===== config.mk =====
export PLATFORM = sky130hd
export DESIGN_NAME = scc_ram
export DESIGN_NICKNAME = d
export VERILOG_FILES = /design/src/sv/scc_ram.sv
export SDC_FILE = /design/constraint.sdc
export NUM_CORES = 1
export LEC_CHECK = 0
export ABC_CLOCK_PERIOD_IN_PS = 2550
export BUFFER_PORTS_ARGS = -buffer_cell sky130_fd_sc_hd__buf_4
export CAP_MARGIN = 20
export CORE_ASPECT_RATIO = 1.25
export CORE_MARGIN = 3
export CORE_UTILIZATION = 65
export CTS_BUF_LIST = sky130_fd_sc_hd__clkbuf_8
export DETAILED_ROUTE_END_ITERATION = 8
export PLACE_DENSITY = 0.9
export SLEW_MARGIN = 20
export SYNTH_ARGS = -nofsm -noshare
export SYNTH_HDL_FRONTEND = slang
export SYNTH_SLANG_ARGS = --single-unit

===== constraint.sdc =====
create_clock -name clk -period 2.55 [get_ports clk]
set_input_delay 0.3825 -clock clk [delete_from_list [all_inputs] [get_ports clk]]
set_output_delay 0.3825 -clock clk [all_outputs]
set_load 0.02 [all_outputs]

===== src/sv/scc_ram.sv =====
`timescale 1ns / 1ps
`default_nettype none

module scc_ram #(
	parameter int WIDTH = 8,
	parameter int DEPTH = 64
) (
	input  wire logic                     clk,
	input  wire logic                     we,
	input  wire logic [$clog2(DEPTH)-1:0] waddr,
	input  wire logic [WIDTH-1:0]         wdata,
	input  wire logic [$clog2(DEPTH)-1:0] raddr,
	output logic      [WIDTH-1:0]         rdata
);

	logic [WIDTH-1:0] mem_q [DEPTH];

	always_ff @(posedge clk) begin
		if (we) begin
			mem_q[waddr] <= wdata;
		end
		rdata <= mem_q[raddr];
	end

endmodule

`default_nettype wire


# == Word level (Yosys, flattened, before mapping) ==
# Memories as Yosys holds them, arrays and structs flattened. A register that Yosys moved wholly into a read port is not among the register bits.
# Index checks and enable logic that the tools add are counted.
# W data, S select, Z words.
# totals
reg_bits,0
ram_bits,512
inputBits,22
wordCells,3
n_memories,1
# mem_list
name,depth,width,read_ports,rd_clocked_by_memory_dff,wr,line,text
mem_q,64,8,1,1,1,16,logic [WIDTH-1:0] mem_q [DEPTH];
# op_classes
n_mux,2
# op_table
cell,n
$mux W1,2

# == Longest topological paths before layout ==
# logic_depth
depth_word,2
depth_mapped,9

# == Worst setup path before layout ==
# No wires, ideal clock.
# synth_path
kind,input-to-reg
start,input raddr[1]
end,"register rdata[3], read port of mem_q"
t_arrival_ps,1922
required_time_ps,2422
setup_slack_ps,500
cell_stages,7
n_path_buf,3
path_cell_list,buf_4 > buf_2 > buf_2 > mux4_2 > mux4_2 > o21ai_1 > o41ai_1
# synth_lines
element,line,text
start: declaration,12,"input wire logic [$clog2(DEPTH)-1:0] raddr,"
end: declaration,13,output logic [WIDTH-1:0] rdata

==> metrics.md <==
| Metric | Value |
|---|---|
| Synth async-reset ratio | 0 |
| Initial antenna violation count | 1 |
| Rows | 71 |
| Stages on the worst setup path | 5 |
| Core Region | 0.0304 mm^2 |
| Critical Path Sink Type | register |
| Worst-Skew Late Latency | 620 ps |
| FF/Latch Area | 0.0155 mm^2 |
| WL per Instance | 32.1 um |
| Cts bufs inserted | 72 |
| Hold Fails Final Rpt | 0 |
| Vias in the first global route | 11100 |
| IO Port Bufs | 29 |
| Die area | 0.0332 mm^2 |
| CP max stage cell | mux4_2 |
| Path depth of the worst reg2reg path | 5 |
| Worst Hold Class | input pin to register |
| Number of synthesized flops with an enable pin | 512 |
| Worst path arrival time | 2750 ps |
| Post-CTS setup buffers | 0 |
| Worst-path fanout max | 1 |
| Worst Skew | 45.6 ps |
| Power per cell area | 731 mW/mm^2 |
| Clock sinks | 520 |
| Hold slack | 194 ps |
| Layout Nets | 1110 |
| Commonest non-fill, non-tap cell in the layout | edfxtp_1 |
| DRT Wirelength | 49500 um |
| Syn_area_per_cell | 21.5 um^2 |
| Max-cap viol count | 0 |
| Hold Crit Depth | 3 |
| Synth Register Bits | 520 |
| CP Class | register to register |
| Half-perimeter wire length after placement | 29600 um |
| Relative slew slack | 0.506 |
| Drt pass-1 iters | 6 |
| Syn-to-layout area delta | 12.8% |
| CTS Buffer Depth | 3 |
| Buffer and inverter count on the worst path | 0 |
| Startpoint types | register |
| Overall Global Routing Usage | 0.313 |
| CTS H-Tree Depth | 3 |
| Antenna Diode Count | 0 |
| FILL cells | 1404 |
| Final period util | 0.894 |
| GRT overflow | 0 |
| Hold Buf Count CTS | 0 |
| Fin util | 0.749 |
| Inst Count DP | 1415 |
| P_leak | 7.38 nW |
| TritonCTS clock tree | done |
| Synth unique cells | 40 |
| RSZ-0062 raised after global routing | false |
| Layout cell share with drive strength beyond 1 | 0.318 |
| Initial Util | 0.664 |
| Reg clk slew, reported paths | 70 ps |
| Vias | 10800 |
| Yosys warns | 0 |
| Worst VDD drop | 0.412 mV |
| Post-synthesis sequential area ratio | 0.770 |
| Syn_nets | 962 |
| Finish-stage setup viols | 0 |
| Worst Tran Pin Value | 741 ps |
| Max-slew violation count | 0 |
| Largest net degree at the start of global routing | 65 |
| Worst Path Required | 3020 ps |
| Vias/cell | 7.01 |
| Top-Level Pins | 30 |
| Leading cell types in the layout, fill and taps excluded | 512 x edfxtp_1, 126 x mux4_2, 117 x buf_4, 83 x nor2_1, 77 x clkbuf_8 |
| Final std cells w/o fill | 1540 |
| Die height | 203 um |
| Area of the multi-input gates | 0.00432 mm^2 |
| Maximum operating frequency | 0.439 GHz |
| CP peak stage delay | 560 ps |
| First-pass GRT wire length | 73900 um |
| Detail Route Antenna Nets | 0 |
| Post-synth top flop | edfxtp_1 |
| DRT iter0 DRCs | 1867 |
| Worst-path cell chain | mux4_2 -> mux2_2 -> o221a_2 -> nor3_1 -> o32ai_1 |
| Die Width | 164 um |
| Fin crit period | 2280 ps |
| Top delay family on crit path | multiplexers |
| Gpl congestion | 0.887 |
| # DRC | 0 |
| Post-Synthesis Cells | 940 |
| Outcome | finished clean |
| Synthesized cell area | 0.0202 mm^2 |
| Post-Route Setup TNS | 0 ps |
| Post-CTS sizing | 0 |
| Clock Tree Root | clkbuf_8 |
[worst paths after layout]
check,slack [ps],to,from
max,270,rdata[6]$_DFF_P_,mem_q[29][6]$_DFFE_PP_
min,190,rdata[2]$_DFF_P_,raddr[5]
max reg2reg,270,rdata[6]$_DFF_P_,mem_q[29][6]$_DFFE_PP_
min reg2reg,900,rdata[6]$_DFF_P_,mem_q[30][6]$_DFFE_PP_
[metal layers]
layer	GRT usage	routed length, um	vias up
li1	-	-	4226
met1	0.409	15800	5388
met2	0.502	24800	987
met3	0.0827	6220	188
met4	0.142	2650	2
met5	0	13	-
[cells by family (layout without fill, tap and decap cells)]
family	after synthesis	in the layout	synth area share
buffers and inverters	51	250	0.0157
AO/OA/AOI/OAI	54	54	0.0207
flip-flops	520	520	0.770
multiplexers	162	162	0.159
AND/OR/NAND/NOR	153	153	0.0339
[worst reg2reg max path, stage by stage, from the launching register on]
cell	delay [ps]
edfxtp_1	430
mux4_2	560
mux2_2	320
o221a_2	290
nor3_1	370
o32ai_1	160
[cell type report]
class / instances / share of cell area
repair buffers: 125 / 0.0454
well taps: 401 / 0.0221
flip-flops and latches: 520 / 0.683
clock buffers: 76 / 0.0460
multi-input cells: 369 / 0.190
clock inverters: 49 / 0.0142
[power breakdown]
group | switching, W | total (W) | internal, W
Combinational | 0.000586 | 0.000952 | 0.000366
Clock | 0.00299 | 0.00617 | 0.00318
Sequential | 0.0000395 | 0.00950 | 0.00946
Total | 0.00362 | 0.0166 | 0.0130
[state kept, by name, summed over array words and instances (netlist names)]
| signal | flops |
|---|---|
| mem_q | 512 |
| rdata | 8 |
[cells in the mapped netlist, drive strengths merged, types with 3 or more instances]
master   number  area, um^2
mux2i        23         230
mux4        126        2840
a22oi         3        22.5
o21ai         4        20.0
edfxtp      512       15400
nand2b        7        43.8
nand3        13        65.1
nor2b        14        87.6
nor3          7        35.0
dfxtp         8         160
a221oi        6        52.6
mux2         13         146
buf          34         253
o22ai         8        50.1
a211oi        4        30.0
nand2        19        71.3
a21oi         3        15.0
clkbuf       17        63.8
o2111ai       3        26.3
o221ai        8        70.1
o2bb2ai       3        26.3
nand3b        3        22.5
nor2         83         312
[per-stage QoR]
stage               cell area (um^2)  total power [W]  setup slack, ps
CTS                            22800           0.0167              301
global route                   22800           0.0171              269
detailed placement             21400           0.0106             29.2
finish                         22800           0.0166              270
global placement               21400           0.0105             98.6
floorplan                      20200           0.0102              500
(Power assumes the default switching activity.)
